`config.mk`:
```
export PLATFORM = sky130hd
export DESIGN_NAME = led_display_frame_serializer_unit
export DESIGN_NICKNAME = d
export VERILOG_FILES = /design/src/design/ldfs_pkg.sv /design/src/design/ldfs_buffer.sv /design/src/design/ldfs_sequencer.sv /design/src/design/led_display_frame_serializer_unit.sv
export VERILOG_INCLUDE_DIRS = /design/src /design/src/design
export SDC_FILE = /design/constraint.sdc
export NUM_CORES = 1
export LEC_CHECK = 0
export BUFFER_PORTS_ARGS = -buffer_cell sky130_fd_sc_hd__buf_2
export CAP_MARGIN = 15
export CORE_MARGIN = 2
export CORE_UTILIZATION = 45
export DETAILED_ROUTE_END_ITERATION = 8
export PLACE_DENSITY_LB_ADDON = 0.1
export SYNTH_ARGS = -nofsm -noshare
export SYNTH_HDL_FRONTEND = slang
export SYNTH_HIERARCHICAL = 1
export SYNTH_SLANG_ARGS = --single-unit
```
`constraint.sdc`:
```
create_clock -name clk -period 2.8 [get_ports clk]
set_input_delay 0.28 -clock clk [delete_from_list [all_inputs] [get_ports clk]]
set_output_delay 0.28 -clock clk [all_outputs]
set_load 0.005 [all_outputs]
```
`src/design/led_display_frame_serializer_unit_assert.svh`:
```
// Assertion macros for the LED frame serializer.
// Each macro takes a label, clock, reset, antecedent, consequent and message.
`ifndef LED_DISPLAY_FRAME_SERIALIZER_UNIT_ASSERT_SVH
`define LED_DISPLAY_FRAME_SERIALIZER_UNIT_ASSERT_SVH

`ifndef SYNTH
`define LDFS_ASSERT_SAME(lbl, ck, rs, ante, cons, msg) \
  lbl: assert property (@(posedge ck) disable iff (rs) (ante) |-> (cons)) \
    else $error(msg);
`define LDFS_ASSERT_NEXT(lbl, ck, rs, ante, cons, msg) \
  lbl: assert property (@(posedge ck) disable iff (rs) (ante) |=> (cons)) \
    else $error(msg);
`else
`define LDFS_ASSERT_SAME(lbl, ck, rs, ante, cons, msg)
`define LDFS_ASSERT_NEXT(lbl, ck, rs, ante, cons, msg)
`endif

`endif

```
`src/design/ldfs_pkg.sv`:
```
`default_nettype none

package ldfs_pkg;

  localparam int NUM_DIGITS = 16;
  localparam int BUF_AW     = 4;
  localparam int POS_W      = 5;

  localparam logic [7:0] CMD_DATA  = 8'h40;
  localparam logic [7:0] CMD_ADDR  = 8'hC0;
  localparam logic [7:0] CTRL_BASE = 8'h80;

  // byte positions within one refresh
  localparam logic [POS_W-1:0] POS_ADDR_CMD = POS_W'(1);
  localparam logic [POS_W-1:0] POS_CTRL     = POS_W'(NUM_DIGITS + 2);
  localparam logic [POS_W-1:0] POS_END      = POS_W'(NUM_DIGITS + 3);

  localparam logic REG_BRIGHTNESS = 1'b0;
  localparam logic REG_DISPLAY_ON = 1'b1;

  typedef enum logic [1:0] {
    FUNC_TICK  = 2'd0,
    FUNC_WRITE = 2'd1,
    FUNC_START = 2'd2,
    FUNC_CLEAR = 2'd3
  } func_t;

  typedef struct packed {
    logic              wr;
    logic              clr;
    logic [BUF_AW-1:0] addr;
    logic [7:0]        data;
  } buf_cmd_t;

  typedef struct packed {
    logic frame_done;
    logic busy;
    logic data_line;
    logic clock_line;
  } line_status_t;

endpackage

`default_nettype wire

```
`src/design/ldfs_buffer.sv`:
```
`default_nettype none

module ldfs_buffer (
  input  wire logic                    clk,
  input  wire logic                    rst,
  input  wire ldfs_pkg::buf_cmd_t      cmd,
  input  wire logic [ldfs_pkg::BUF_AW-1:0] rd_addr,
  output logic [7:0]                   rd_data
);
  import ldfs_pkg::*;

  logic [7:0] mem [NUM_DIGITS];

  // clear is a parallel wipe of all entries
  always_ff @(posedge clk) begin
    if (rst || cmd.clr) begin
      for (int i = 0; i < NUM_DIGITS; i++) begin
        mem[i] <= '0;
      end
    end else if (cmd.wr) begin
      mem[cmd.addr] <= cmd.data;
    end
  end

  assign rd_data = mem[rd_addr];

endmodule

`default_nettype wire

```
`src/design/ldfs_sequencer.sv`:
```
`default_nettype none

module ldfs_sequencer (
  input  wire logic                        clk,
  input  wire logic                        rst,
  input  wire logic                        step,
  input  wire ldfs_pkg::func_t             func,
  input  wire logic [ldfs_pkg::BUF_AW-1:0] digit_index,
  input  wire logic [7:0]                  digit_value,
  input  wire logic [2:0]                  brightness,
  input  wire logic                        display_on,
  input  wire logic [7:0]                  rd_data,
  output logic [ldfs_pkg::BUF_AW-1:0]      rd_addr,
  output ldfs_pkg::buf_cmd_t               buf_cmd,
  output ldfs_pkg::line_status_t           status
);
  import ldfs_pkg::*;

  typedef enum logic [2:0] {
    PH_START_DATA = 3'd0,
    PH_START_CLK  = 3'd1,
    PH_BIT_DATA   = 3'd2,
    PH_BIT_HIGH   = 3'd3,
    PH_BIT_LOW    = 3'd4,
    PH_STOP_DATA  = 3'd5,
    PH_STOP_CLK   = 3'd6,
    PH_STOP_END   = 3'd7
  } phase_t;

  phase_t           phase, phase_next;
  logic [POS_W-1:0] byte_pos, byte_pos_next, pos_inc;
  logic [2:0]       bit_pos, bit_pos_next;
  logic [7:0]       shift_byte, shift_byte_next, byte_sel, byte_cur;
  logic             clock_level, clock_level_next;
  logic             data_level, data_level_next;
  logic             sending, sending_next;
  logic             done;

  assign rd_addr = BUF_AW'(byte_pos - POS_W'(2));
  assign pos_inc = byte_pos + POS_W'(1);

  // byte that goes out at the current position
  always_comb begin
    if (byte_pos == '0) begin
      byte_sel = CMD_DATA;
    end else if (byte_pos == POS_ADDR_CMD) begin
      byte_sel = CMD_ADDR;
    end else if (byte_pos < POS_CTRL) begin
      byte_sel = rd_data;
    end else begin
      byte_sel = CTRL_BASE | {4'b0, display_on, brightness};
    end
    byte_cur = (bit_pos == '0) ? byte_sel : shift_byte;
  end

  always_comb begin
    phase_next       = phase;
    byte_pos_next    = byte_pos;
    bit_pos_next     = bit_pos;
    shift_byte_next  = shift_byte;
    clock_level_next = clock_level;
    data_level_next  = data_level;
    sending_next     = sending;
    done             = 1'b0;
    buf_cmd.wr       = 1'b0;
    buf_cmd.clr      = 1'b0;
    buf_cmd.addr     = digit_index;
    buf_cmd.data     = digit_value;
    if (step) begin
      case (func)
        FUNC_TICK: begin
          if (sending) begin
            case (phase)
              PH_START_DATA: begin
                data_level_next = 1'b0;
                phase_next      = PH_START_CLK;
              end
              PH_START_CLK: begin
                clock_level_next = 1'b0;
                bit_pos_next     = '0;
                phase_next       = PH_BIT_DATA;
              end
              PH_BIT_DATA: begin
                shift_byte_next = byte_cur;
                data_level_next = byte_cur[0];
                phase_next      = PH_BIT_HIGH;
              end
              PH_BIT_HIGH: begin
                clock_level_next = 1'b1;
                phase_next       = PH_BIT_LOW;
              end
              PH_BIT_LOW: begin
                clock_level_next = 1'b0;
                shift_byte_next  = shift_byte >> 1;
                if (bit_pos == 3'd7) begin
                  bit_pos_next  = '0;
                  byte_pos_next = pos_inc;
                  // stop after the first command and after the last byte of a transfer
                  if (pos_inc == POS_ADDR_CMD || pos_inc >= POS_CTRL) begin
                    phase_next = PH_STOP_DATA;
                  end else begin
                    phase_next = PH_BIT_DATA;
                  end
                end else begin
                  bit_pos_next = bit_pos + 3'd1;
                  phase_next   = PH_BIT_DATA;
                end
              end
              PH_STOP_DATA: begin
                data_level_next = 1'b0;
                phase_next      = PH_STOP_CLK;
              end
              PH_STOP_CLK: begin
                clock_level_next = 1'b1;
                phase_next       = PH_STOP_END;
              end
              default: begin
                data_level_next = 1'b1;
                if (byte_pos >= POS_END) begin
                  sending_next  = 1'b0;
                  byte_pos_next = '0;
                  done          = 1'b1;
                end
                phase_next = PH_START_DATA;
              end
            endcase
          end
        end
        FUNC_WRITE: begin
          if (!sending && ({1'b0, digit_index} < (BUF_AW + 1)'(NUM_DIGITS))) begin
            buf_cmd.wr = 1'b1;
          end
        end
        default: begin
          if (!sending) begin
            buf_cmd.clr   = (func == FUNC_CLEAR);
            sending_next  = 1'b1;
            phase_next    = PH_START_DATA;
            byte_pos_next = '0;
            bit_pos_next  = '0;
          end
        end
      endcase
    end
  end

  assign status.clock_line = clock_level_next;
  assign status.data_line  = data_level_next;
  assign status.busy       = sending_next;
  assign status.frame_done = done;

  always_ff @(posedge clk) begin
    if (rst) begin
      phase       <= PH_START_DATA;
      byte_pos    <= '0;
      bit_pos     <= '0;
      shift_byte  <= '0;
      clock_level <= 1'b1;
      data_level  <= 1'b1;
      sending     <= 1'b0;
    end else begin
      phase       <= phase_next;
      byte_pos    <= byte_pos_next;
      bit_pos     <= bit_pos_next;
      shift_byte  <= shift_byte_next;
      clock_level <= clock_level_next;
      data_level  <= data_level_next;
      sending     <= sending_next;
    end
  end

endmodule

`default_nettype wire

```
`src/design/led_display_frame_serializer_unit.sv`:
```
// Channel  | Signals                         | Content
// ---------+---------------------------------+---------------------------------------
// s_axis   | tvalid tready tdata[15:0] tuser | item: func, digit index, digit value
// m_axis   | tvalid tready tdata[7:0] tlast  | line levels, busy, frame end on tlast
// cfg      | cfg_wr_en cfg_index cfg_wdata   | brightness (0), display_on (1)
//
// One item per cycle sustained while the result side takes results. Each item
// passes an input register, one pass of the phase sequencer, and the result
// register. Synchronous reset restores idle lines, control 0x8F, empty buffer.
// A stalled result holds the result register; the input register keeps taking
// an item while the result register is full but about to be taken.
`default_nettype none
`include "led_display_frame_serializer_unit_assert.svh"

module led_display_frame_serializer_unit (
  input  wire logic        clk,
  input  wire logic        rst,
  // input item stream
  input  wire logic        s_axis_tvalid,
  output logic             s_axis_tready,
  input  wire logic [15:0] s_axis_tdata,   // [3:0] digit_index, [11:4] digit_value
  input  wire logic [1:0]  s_axis_tuser,   // [1:0] func
  // result stream
  output logic             m_axis_tvalid,
  input  wire logic        m_axis_tready,
  output logic [7:0]       m_axis_tdata,   // [0] clock_line, [1] data_line, [2] busy_res
  output logic             m_axis_tlast,   // frame_done
  // configuration writes
  input  wire logic        cfg_wr_en,
  input  wire logic        cfg_index,
  input  wire logic [2:0]  cfg_wdata
);
  import ldfs_pkg::*;

  // configuration registers
  logic [2:0] brightness;
  logic       display_on;

  // input register
  logic              in_valid;
  func_t             in_func;
  logic [BUF_AW-1:0] in_index;
  logic [7:0]        in_value;

  // result register
  logic         out_valid;
  line_status_t out_status;

  logic              step;
  logic              s_xfer;
  buf_cmd_t          buf_cmd;
  logic [BUF_AW-1:0] rd_addr;
  logic [7:0]        rd_data;
  line_status_t      status;

  // the held item moves into the result register when that register is empty or being taken
  assign step          = in_valid && (!out_valid || m_axis_tready);
  assign s_axis_tready = !in_valid || step;
  assign s_xfer        = s_axis_tvalid && s_axis_tready;

  always_ff @(posedge clk) begin
    if (rst) begin
      brightness <= 3'd7;
      display_on <= 1'b1;
    end else if (cfg_wr_en) begin
      case (cfg_index)
        REG_BRIGHTNESS: brightness <= cfg_wdata;
        REG_DISPLAY_ON: display_on <= cfg_wdata[0];
        default:        ;
      endcase
    end
  end

  always_ff @(posedge clk) begin
    if (rst) begin
      in_valid <= 1'b0;
    end else if (s_xfer) begin
      in_valid <= 1'b1;
    end else if (step) begin
      in_valid <= 1'b0;
    end
  end

  always_ff @(posedge clk) begin
    if (s_xfer) begin
      in_func  <= func_t'(s_axis_tuser);
      in_index <= s_axis_tdata[BUF_AW-1:0];
      in_value <= s_axis_tdata[BUF_AW+7:BUF_AW];
    end
  end

  ldfs_buffer u_buffer (
    .clk     (clk),
    .rst     (rst),
    .cmd     (buf_cmd),
    .rd_addr (rd_addr),
    .rd_data (rd_data)
  );

  ldfs_sequencer u_sequencer (
    .clk         (clk),
    .rst         (rst),
    .step        (step),
    .func        (in_func),
    .digit_index (in_index),
    .digit_value (in_value),
    .brightness  (brightness),
    .display_on  (display_on),
    .rd_data     (rd_data),
    .rd_addr     (rd_addr),
    .buf_cmd     (buf_cmd),
    .status      (status)
  );

  always_ff @(posedge clk) begin
    if (rst) begin
      out_valid <= 1'b0;
    end else if (step) begin
      out_valid <= 1'b1;
    end else if (m_axis_tready) begin
      out_valid <= 1'b0;
    end
  end

  always_ff @(posedge clk) begin
    if (step) begin
      out_status <= status;
    end
  end

  assign m_axis_tvalid = out_valid;
  assign m_axis_tdata  = {5'b0, out_status.busy, out_status.data_line, out_status.clock_line};
  assign m_axis_tlast  = out_status.frame_done;

  // frame end always leaves the block idle
  `LDFS_ASSERT_SAME(a_done_idle, clk, rst, m_axis_tvalid && m_axis_tlast, !m_axis_tdata[2], "frame end reported while busy")
  // idle means both lines parked high
  `LDFS_ASSERT_SAME(a_idle_lines, clk, rst, m_axis_tvalid && !m_axis_tdata[2], m_axis_tdata[1] && m_axis_tdata[0], "lines not idle high while not busy")
  // an empty result register never blocks the input side
  `LDFS_ASSERT_SAME(a_ready_empty, clk, rst, !out_valid, s_axis_tready, "input stalled with empty result register")
  // a held item not yet processed is not dropped
  `LDFS_ASSERT_NEXT(a_hold_item, clk, rst, in_valid && !step, in_valid, "pending item lost")

endmodule

`default_nettype wire

```
# ---- Word level (Yosys, flattened, before mapping)
# Memories as Yosys holds them, arrays and structs flattened.
# Cells that the tools add are included.
dict set report totals {
  register_bits 46
  memories 1
  ram_bits 128
}
dict set report op_classes {
  reduce_logical 31
  magnitude_cmp 3
  muxes 52
  bitwise_logic 4
  n_addsub 3
  eq_ne 18
}
# memory depth width rd rd_clocked_by_memory_dff write_ports line
set memory_table {}
lappend memory_table {u_buffer.mem 16 8 1 0 16 ldfs_buffer.sv:12} ;# logic [7:0] mem [NUM_DIGITS];
# cell count
set op_table {}
lappend op_table {{$mux W8} 5}
lappend op_table {{$mux W1} 25}
lappend op_table {{$pmux W3 S7} 1}
lappend op_table {{$mux W5} 4}
lappend op_table {{$pmux W5 S2} 2}
lappend op_table {{$mux W3} 6}
lappend op_table {{$pmux W3 S2} 3}
lappend op_table {{$pmux W8 S2} 1}
lappend op_table {{$eq A3 B3 Y1 const B} 4}
lappend op_table {{$eq A5 B1 Y1 const B} 2}
lappend op_table {{$ge A5 B5 Y1 const B} 2}
lappend op_table {{$reduce_and A5 Y1} 2}
lappend op_table {{$reduce_or A9 Y1} 1}
lappend op_table {{$reduce_and A4 Y1} 2}
lappend op_table {{$reduce_or A2 Y1} 4}
lappend op_table {{$reduce_or A8 Y1} 1}
lappend op_table {{$reduce_and A7 Y1} 1}
lappend op_table {{$reduce_or A7 Y1} 1}
lappend op_table {{$eq A3 B2 Y1 const B} 2}
lappend op_table {{$logic_not A3 Y1} 2}
lappend op_table {{$ne A3 B3 Y1 const B} 2}
lappend op_table {{$reduce_bool A2 Y1} 3}
lappend op_table {{$reduce_or A6 Y1} 1}
lappend op_table {{$add A5 B1 Y5 const B} 1}
lappend op_table {{21 further kinds} 33}

# ---- Logic depth before layout (Yosys ltp)
# Gate-level depths: netlist of the first run.
# An unclocked memory read counts as a cell.
dict set report logic_depth {
  ltp_word 10
  mapped_depth 13
}

# ---- Modules after synthesis
# Netlist of the first run, hierarchy kept.
# mod area_per_inst_um2 instances cells_per_inst seq_area_each_um2
set modules_own_cells {}
lappend modules_own_cells {ldfs_buffer 5710.5 1 405 3843.7}
lappend modules_own_cells {ldfs_sequencer 1808.0 1 220 440.4}
lappend modules_own_cells {led_display_frame_serializer_unit 837.1 1 51 660.6}

# ---- Worst setup path after synthesis of the first run
# No wires, ideal clock.
dict set report synth_path {
  path_kind {input to register}
  from {in m_axis_tready}
  to {mem u_buffer.mem[13][0] (enable)}
  required_time_ns 2.416
  setup_slack_ns 0.352
  setup_ns 0.384
  cell_stages 8
  t_arrival_ns 2.064
  cell_sequence {nand2b_1 > and2_1 > nand2_1 > nor3b_1 > nor2_1 > buf_2 > nand4b_1 > o21ai_0}
}
# element line
set synth_rtl {}
lappend synth_rtl {{from (decl)} led_display_frame_serializer_unit.sv:25} ;# input wire logic m_axis_tready,
lappend synth_rtl {{to (decl)} ldfs_buffer.sv:12}

==> results.yml, run 1 <==
clock_tree:
  insertion_delay_ps: 430
  root_buffer: "clkbuf_16"
  numCtsBuffers: 17
  hold_buffers: 0
  cts_tree: "yes"
  cts_num_sinks: 174
  clockBufferDepth: 2
  post_cts_resize_count: 0
  postCtsSetupRepairBufs: 0
  h-tree-depth: 4
  clk_pin_slew_ps: 80
die:
  fp-row-count: 49
  ios: 38
  dieArea_sq_mm: 0.0197
  start_util: 0.462
  die_w_um: 140
  die_h_um: 140
  core_sq_mm: 0.0181
worst_setup_path:
  r2r_slack_ps: 290
  critical_path_class: "register to register"
  crit_buf_inv: 1
  worstSetupStartpointType: "register"
  rr_worst_depth: 10
  critPathArrivalTime_ps: 2670
  max_stage_delay_ps: 410
  crit_top_cell: "a21oi_1"
  crit_family: "compound AO/OA/AOI/OAI gates"
  critPathSlowestCell: "dfxtp_1"
  worstPathCellList: "inv_1, ha_1, xor2_1, and2b_1, a22oi_1, nand2_1, o21ai_0, a21oi_1, a21oi_1, o211ai_1"
  critPathCaptureType: "register"
  crit_cells: 10
  worstPathRequired_ps: 2970
  crit_fanout: 8
synthesis:
  synth.distinct_cells: 67
  synth_edf_count: 146
  synthFlopType: "edfxtp_1"
  ys_seq_area_frac: 0.592
  synth_seq_cells: 174
  yosysWarningCount: 6
  ys_async_sr_fraction: 0
  netlist_instances: 676
  syn_avg_cell_area_sq_um: 12.4
  netlist_area_sq_mm: 0.00836
place:
  dp_hpwl_mm: 12.8
  place_inst: 916
  place_congestion: 0.789
  port_buffers: 28
  place_ws_ps: 310
  placed_area_sq_mm: 0.00874
global_route:
  antenna_found_initial: 0
  grt_pass1_vias: 5367
  grt_usage: 0.204
  grt_first_pass_wirelength_mm: 30.1
  overflow: 0
  grt_start_max_net_pins: 37
timing:
  whs_ps: 15.3
  skew_ps: 12.1
  fin_tns_setup_ps: 0
  hold_viol: 0
  max_slew.worst_pin.slew_ps: 746
  min_period_over_period: 0.895
  slew_viol_final: 0
  setup_slack_ps: 294
  rsz0062_at_grt: "false"
  max_freq_mhz: 399
  period_minus_slack_ps: 2510
  relSlewSlack: 0.503
  setup_violations: 0
drt:
  drtIter0Drc: 446
  drc_errors: 0
  via_per_inst: 5.66
  wl_per_cell_um: 20.6
  drt-total-wl_mm: 19.5
  ant_nets: 0
  dr.pass1.iters: 5
  via_count: 5362
finish:
  final_nets: 744
  areaGrowthSynthToFinish_pct: 11.9
  postLayoutCellArea_sq_mm: 0.00935
  diodes: 0
  drive_gt1_frac: 0.185
  stdcell_count: 948
power_and_ir_drop:
  power.density_mw_per_mm2: 598
  ir_drop_v: 0.000403
  power_leakage_nw: 3.42
status:
  status: "complete, no violations"
hold_path:
  hold_class: "input port to register"
  min_path_cells: 1
run:
  cap_violations: 0
==> final timing paths <==
kind                           start               to
min reg2reg                 in_valid    m_axis_tvalid
max reg2reg  u_sequencer/byte_pos[1]  m_axis_tdata[1]
max          u_sequencer/byte_pos[1]  m_axis_tdata[1]
min                 s_axis_tdata[10]      in_value[6]
==> where the power goes <==
group          switching [W]  internal, W
sequential         0.0000485      0.00290
clock                0.00116      0.00122
combinational       0.000167     0.000101
total                0.00138      0.00422
==> state kept, by name (all words and copies together), names as in the netlist, 2 cells and up <==
name and cells:
m_axis_tdata 3, u_buffer/mem 128, u_sequencer/bit_pos 3, brightness 3, in_index 4, in_value 8
u_sequencer/shift_byte 8, u_sequencer/byte_pos 5, in_func 2, u_sequencer/phase 3
==> Yosys cell counts, types with 2 or more instances <==
cell	n	area, sq um
o21ai_0	24	120
a21oi_1	21	105
nor3_1	3	15.0
nand3_1	5	25.0
xor2_1	3	26.3
o41ai_1	2	17.5
a211oi_1	5	37.5
buf_2	6	30.0
dfxtp_1	28	561
nor2_1	151	567
a31oi_1	2	12.5
nand4b_1	2	17.5
a22oi_1	18	135
mux4_2	18	405
clkbuf_1	19	71.3
o22ai_1	2	12.5
or3_1	2	12.5
ha_1	11	138
nor3b_1	3	22.5
and2_1	3	18.8
a311oi_1	4	35.0
nand2b_1	12	75.1
a2bb2oi_1	3	26.3
nor2b_1	6	37.5
buf_6	8	90.1
mux4_1	14	368
or4b_1	2	20.0
mux2i_1	7	70.1
buf_4	26	195
nand2_1	63	236
clkdlybuf4s25_2	3	30.0
o2111ai_1	2	17.5
inv_1	17	63.8
edfxtp_1	146	4380
nand2b_4	3	41.3
==> final cells by class <==
| type | count | area (sq um) |
|---|---|---|
| repair buffers | 69 | 498 |
| multi-input cells | 427 | 2950 |
| flip-flops and latches | 174 | 4950 |
| clock inverters | 15 | 188 |
| inverters | 17 | 63.8 |
| fillers | 1553 | 8730 |
| well taps | 229 | 287 |
| clock buffers | 17 | 425 |
==> worst register-to-register path, cell delays in order (launching register included) <==
cell,delay (ps)
dfxtp_1,410
inv_1,90
ha_1,240
xor2_1,310
and2b_1,330
a22oi_1,210
nand2_1,90
o21ai_0,90
a21oi_1,110
a21oi_1,250
o211ai_1,130
==> stage by stage <==
stage          total power [W]   util
2_1_floorplan          0.00315      -
3_3_place_gp           0.00326  0.483
3_5_place_dp           0.00327  0.483
4_1_cts                0.00564  0.517
5_1_grt                0.00578  0.517
6_report               0.00559  0.517
==> layout by cell type, fill, tap and decap left out, drive strengths merged, types with 15 or more instances in the layout <==
cell type and instances:
edfxtp 146, mux4 32, nand2b 15, o21ai 24, a22oi 18, dfxtp 28, inv 24, clkbuf 17
buf 69, a21oi 21, nand2 64, nor2 152
==> routing by layer <==
layer	global-route usage	vias to the layer above	routed length, um
li1	-	2498	-
met1	0.268	2688	8410
met4	0.0548	0	282
met3	0.0400	18	1010
met5	0	-	0
met2	0.349	158	9790
==> logic make-up after synthesis <==
group	Yosys count	share of synthesized area
buffers and inverters	79	0.0575
AO/OA/AOI/OAI	93	0.0729
XOR/XNOR	5	0.00749
AND/OR/NAND/NOR	273	0.151
other	1	0.000449
multiplexers	40	0.103
flip-flops	174	0.592
adder cells (fa/ha/maj)	11	0.0165
Note: power is estimated with default switching activity, not from simulation.
==> inputs of run 2 (changes only) <==
- CORE_MARGIN: 2 -> not set
- REMOVE_ABC_BUFFERS: not set -> 1
==> run 2 against run 1 <==
Effect of this change: global-route usage up 0.88 points; flip-flop and latch count stayed put; clock skew down 2.8 ps; first-iteration DRC count is 19% lower; the flow now finishes with violations (design-rule violations); hold slack improved by 13 ps; via count decreased by 1.2%; die area is 2.8% lower; routed wire length fell by 0.34%; setup slack worse by 69 ps; utilization shrank 0.48 points; count of clock-buffer cells in the layout up 1; non-clock buffer count is 9 lower.
==> results.yml, run 2 (same netlist as run 1, synthesis figures left out) <==
power_and_ir_drop:
  internal_power_w: 0.00442
  switchingPower_w: 0.00127
  comb_power_share: 0.045
  ir_drop_v: 0.000426
  power_leakage_nw: 3.37
  pwr-share-seq: 0.518
  pwr-share-clk: 0.437
  p_sw_frac: 0.223
  power.density_mw_per_mm2: 613
worst_setup_path:
  worst_r2r_endpoint: "u_sequencer/phase[0]"
  worstPathRequired_ps: 3150
  worstPathCellList: "buf_4, ha_1, xor2_1, or4b_1, mux2i_1, a21oi_1, nor3b_2"
  rr_startpoint: "u_sequencer/byte_pos[0]"
  critPathCaptureType: "register"
  critPathSlowestCell: "dfxtp_2"
  rr_worst_depth: 7
  crit_family: "flip-flops"
  critPathArrivalTime_ps: 2930
  critical_path_class: "register to register"
  r2r_slack_ps: 230
  worstSetupStartpointType: "register"
  crit_fanout: 18
  crit_buf_inv: 1
  max_stage_delay_ps: 740
finish:
  largest_reg_flops: 128
  n_fill_cell: 1589
  multiInputGateArea_sq_mm: 0.00295
  seq_area_sq_mm: 0.00495
  diodes: 0
  drive_gt1_frac: 0.172
  final_nets: 735
  mostFrequentLayoutCells: "nor2_1, edfxtp_1, nand2_1"
  mostFrequentLayoutCell: "nor2_1"
  top_register: "u_buffer/mem"
  areaGrowthSynthToFinish_pct: 10.9
  postLayoutCellArea_sq_mm: 0.00927
  top_regs: "u_buffer/mem (128), in_value (8), u_sequencer/shift_byte (8)"
status:
  violations: "design-rule violations"
  status: "complete, but fails checks"
clock_tree:
  postCtsSetupRepairBufs: 0
  root_buffer: "clkbuf_16"
  post_cts_resize_count: 0
  hold_buffers: 0
  insertion_delay_ps: 430
  clockBufferDepth: 2
  clk_pin_slew_ps: 70
  h-tree-depth: 4
  cts_num_sinks: 174
  cts_tree: "yes"
  numCtsBuffers: 17
global_route:
  grt_usage: 0.213
  antenna_found_initial: 0
  grt_first_pass_wirelength_mm: 30.3
  grt_pass1_vias: 5486
  grt_start_max_net_pins: 37
  overflow: 0
place:
  dp_hpwl_mm: 12.4
  placed_area_sq_mm: 0.00866
  place_ws_ps: 211
  port_buffers: 28
  place_congestion: 0.862
timing:
  period_minus_slack_ps: 2570
  setup_violations: 0
  slew_viol_final: 0
  setup_slack_ps: 226
  skew_ps: 9.27
  hold_viol: 0
  rsz0062_at_grt: "false"
  max_slew.worst_pin.slew_ps: 824
  min_period_over_period: 0.919
  max_freq_mhz: 388
  relSlewSlack: 0.451
hold_path:
  hold_class: "input port to register"
  hp-start: "s_axis_tdata[7]"
  min_path_cells: 1
  hold-path-endpoint: "in_value[3]"
die:
  dieArea_sq_mm: 0.0191
  die_h_um: 138
  fp-row-count: 49
  start_util: 0.462
  ios: 38
  core_sq_mm: 0.0181
  die_w_um: 138
drt:
  drtIter0Drc: 363
  ant_nets: 0
  dr.pass1.iters: 9
  via_per_inst: 5.65
  drt-total-wl_mm: 19.4
  via_count: 5298
  wl_per_cell_um: 20.7
  drc_errors: 10
run:
  cap_violations: 0
-- run 2: changes by cell type in the layout (fill, tap and decap cells not counted), sizes merged --
cell / change
clkinvlp: +1
clkbuf: +1
clkinv: -6
bufinv: +3
buf: -9
-- run 2: worst max path at each step --
stage | depth (start not counted) | startpoint | endpoint
2_1_floorplan | 7 | m_axis_tready | u_buffer/mem[10][0]
3_3_place_gp | 7 | u_sequencer/byte_pos[0] | m_axis_tdata[1]
3_5_place_dp | 9 | m_axis_tready | u_buffer/mem[0][2]
4_1_cts | 7 | u_sequencer/byte_pos[0] | u_sequencer/phase[0]
5_1_grt | 8 | m_axis_tvalid | u_buffer/mem[0][4]
6_report | 7 | u_sequencer/byte_pos[0] | u_sequencer/phase[0]
-- run 2: through the flow --
step | utilization | total power [W] | TNS [ps] | hold slack (ps) | instances
floorplan | - | 0.00312 | -102920 | 349 | 618
CTS | 0.512 | 0.00573 | 0 | 12.3 | 938
global route | 0.512 | 0.00585 | 0 | 7.45 | 938
global placement | 0.479 | 0.00325 | 0 | 452 | 907
finish | 0.512 | 0.00568 | 0 | 28.4 | 938
detailed placement | 0.479 | 0.00326 | 0 | 459 | 907
-- run 2: layout make-up --
class	instances	area share
Clock buffer	18	0.0463
Inverter	17	0.00689
Multi-Input combinational cell	427	0.318
Clock inverter	13	0.0190
Timing Repair Buffer	60	0.0451
Sequential cell	174	0.534
Tap cell	229	0.0309
-- run 2: metal layers --
metal	routed length [um]	vias to the layer above	global-route usage
li1	-	2469	-
met1	8320	2662	0.271
met2	9980	155	0.377
met3	931	12	0.0378
met4	191	0	0.0544
met5	0	-	0
-- run 2: worst register-to-register path: cells and delay by family (launching register included) --
family / cells / cell delay, ps
mux: 1 / 320
fa+ha+maj: 1 / 280
buf+inv: 1 / 280
compound gates: 1 / 140
simple gates: 2 / 650
xor+xnor: 1 / 110
flops: 1 / 740
-- run 2: power by group through the flow --
stage / sequential, W / combinational (W) / clock (W)
6_report: 0.00295 / 0.000256 / 0.00248
5_1_grt: 0.00296 / 0.000279 / 0.00262
4_1_cts: 0.00295 / 0.000258 / 0.00252
3_5_place_dp: 0.00301 / 0.000257 / 0
3_3_place_gp: 0.00300 / 0.000252 / 0
2_1_floorplan: 0.00298 / 0.000141 / 0
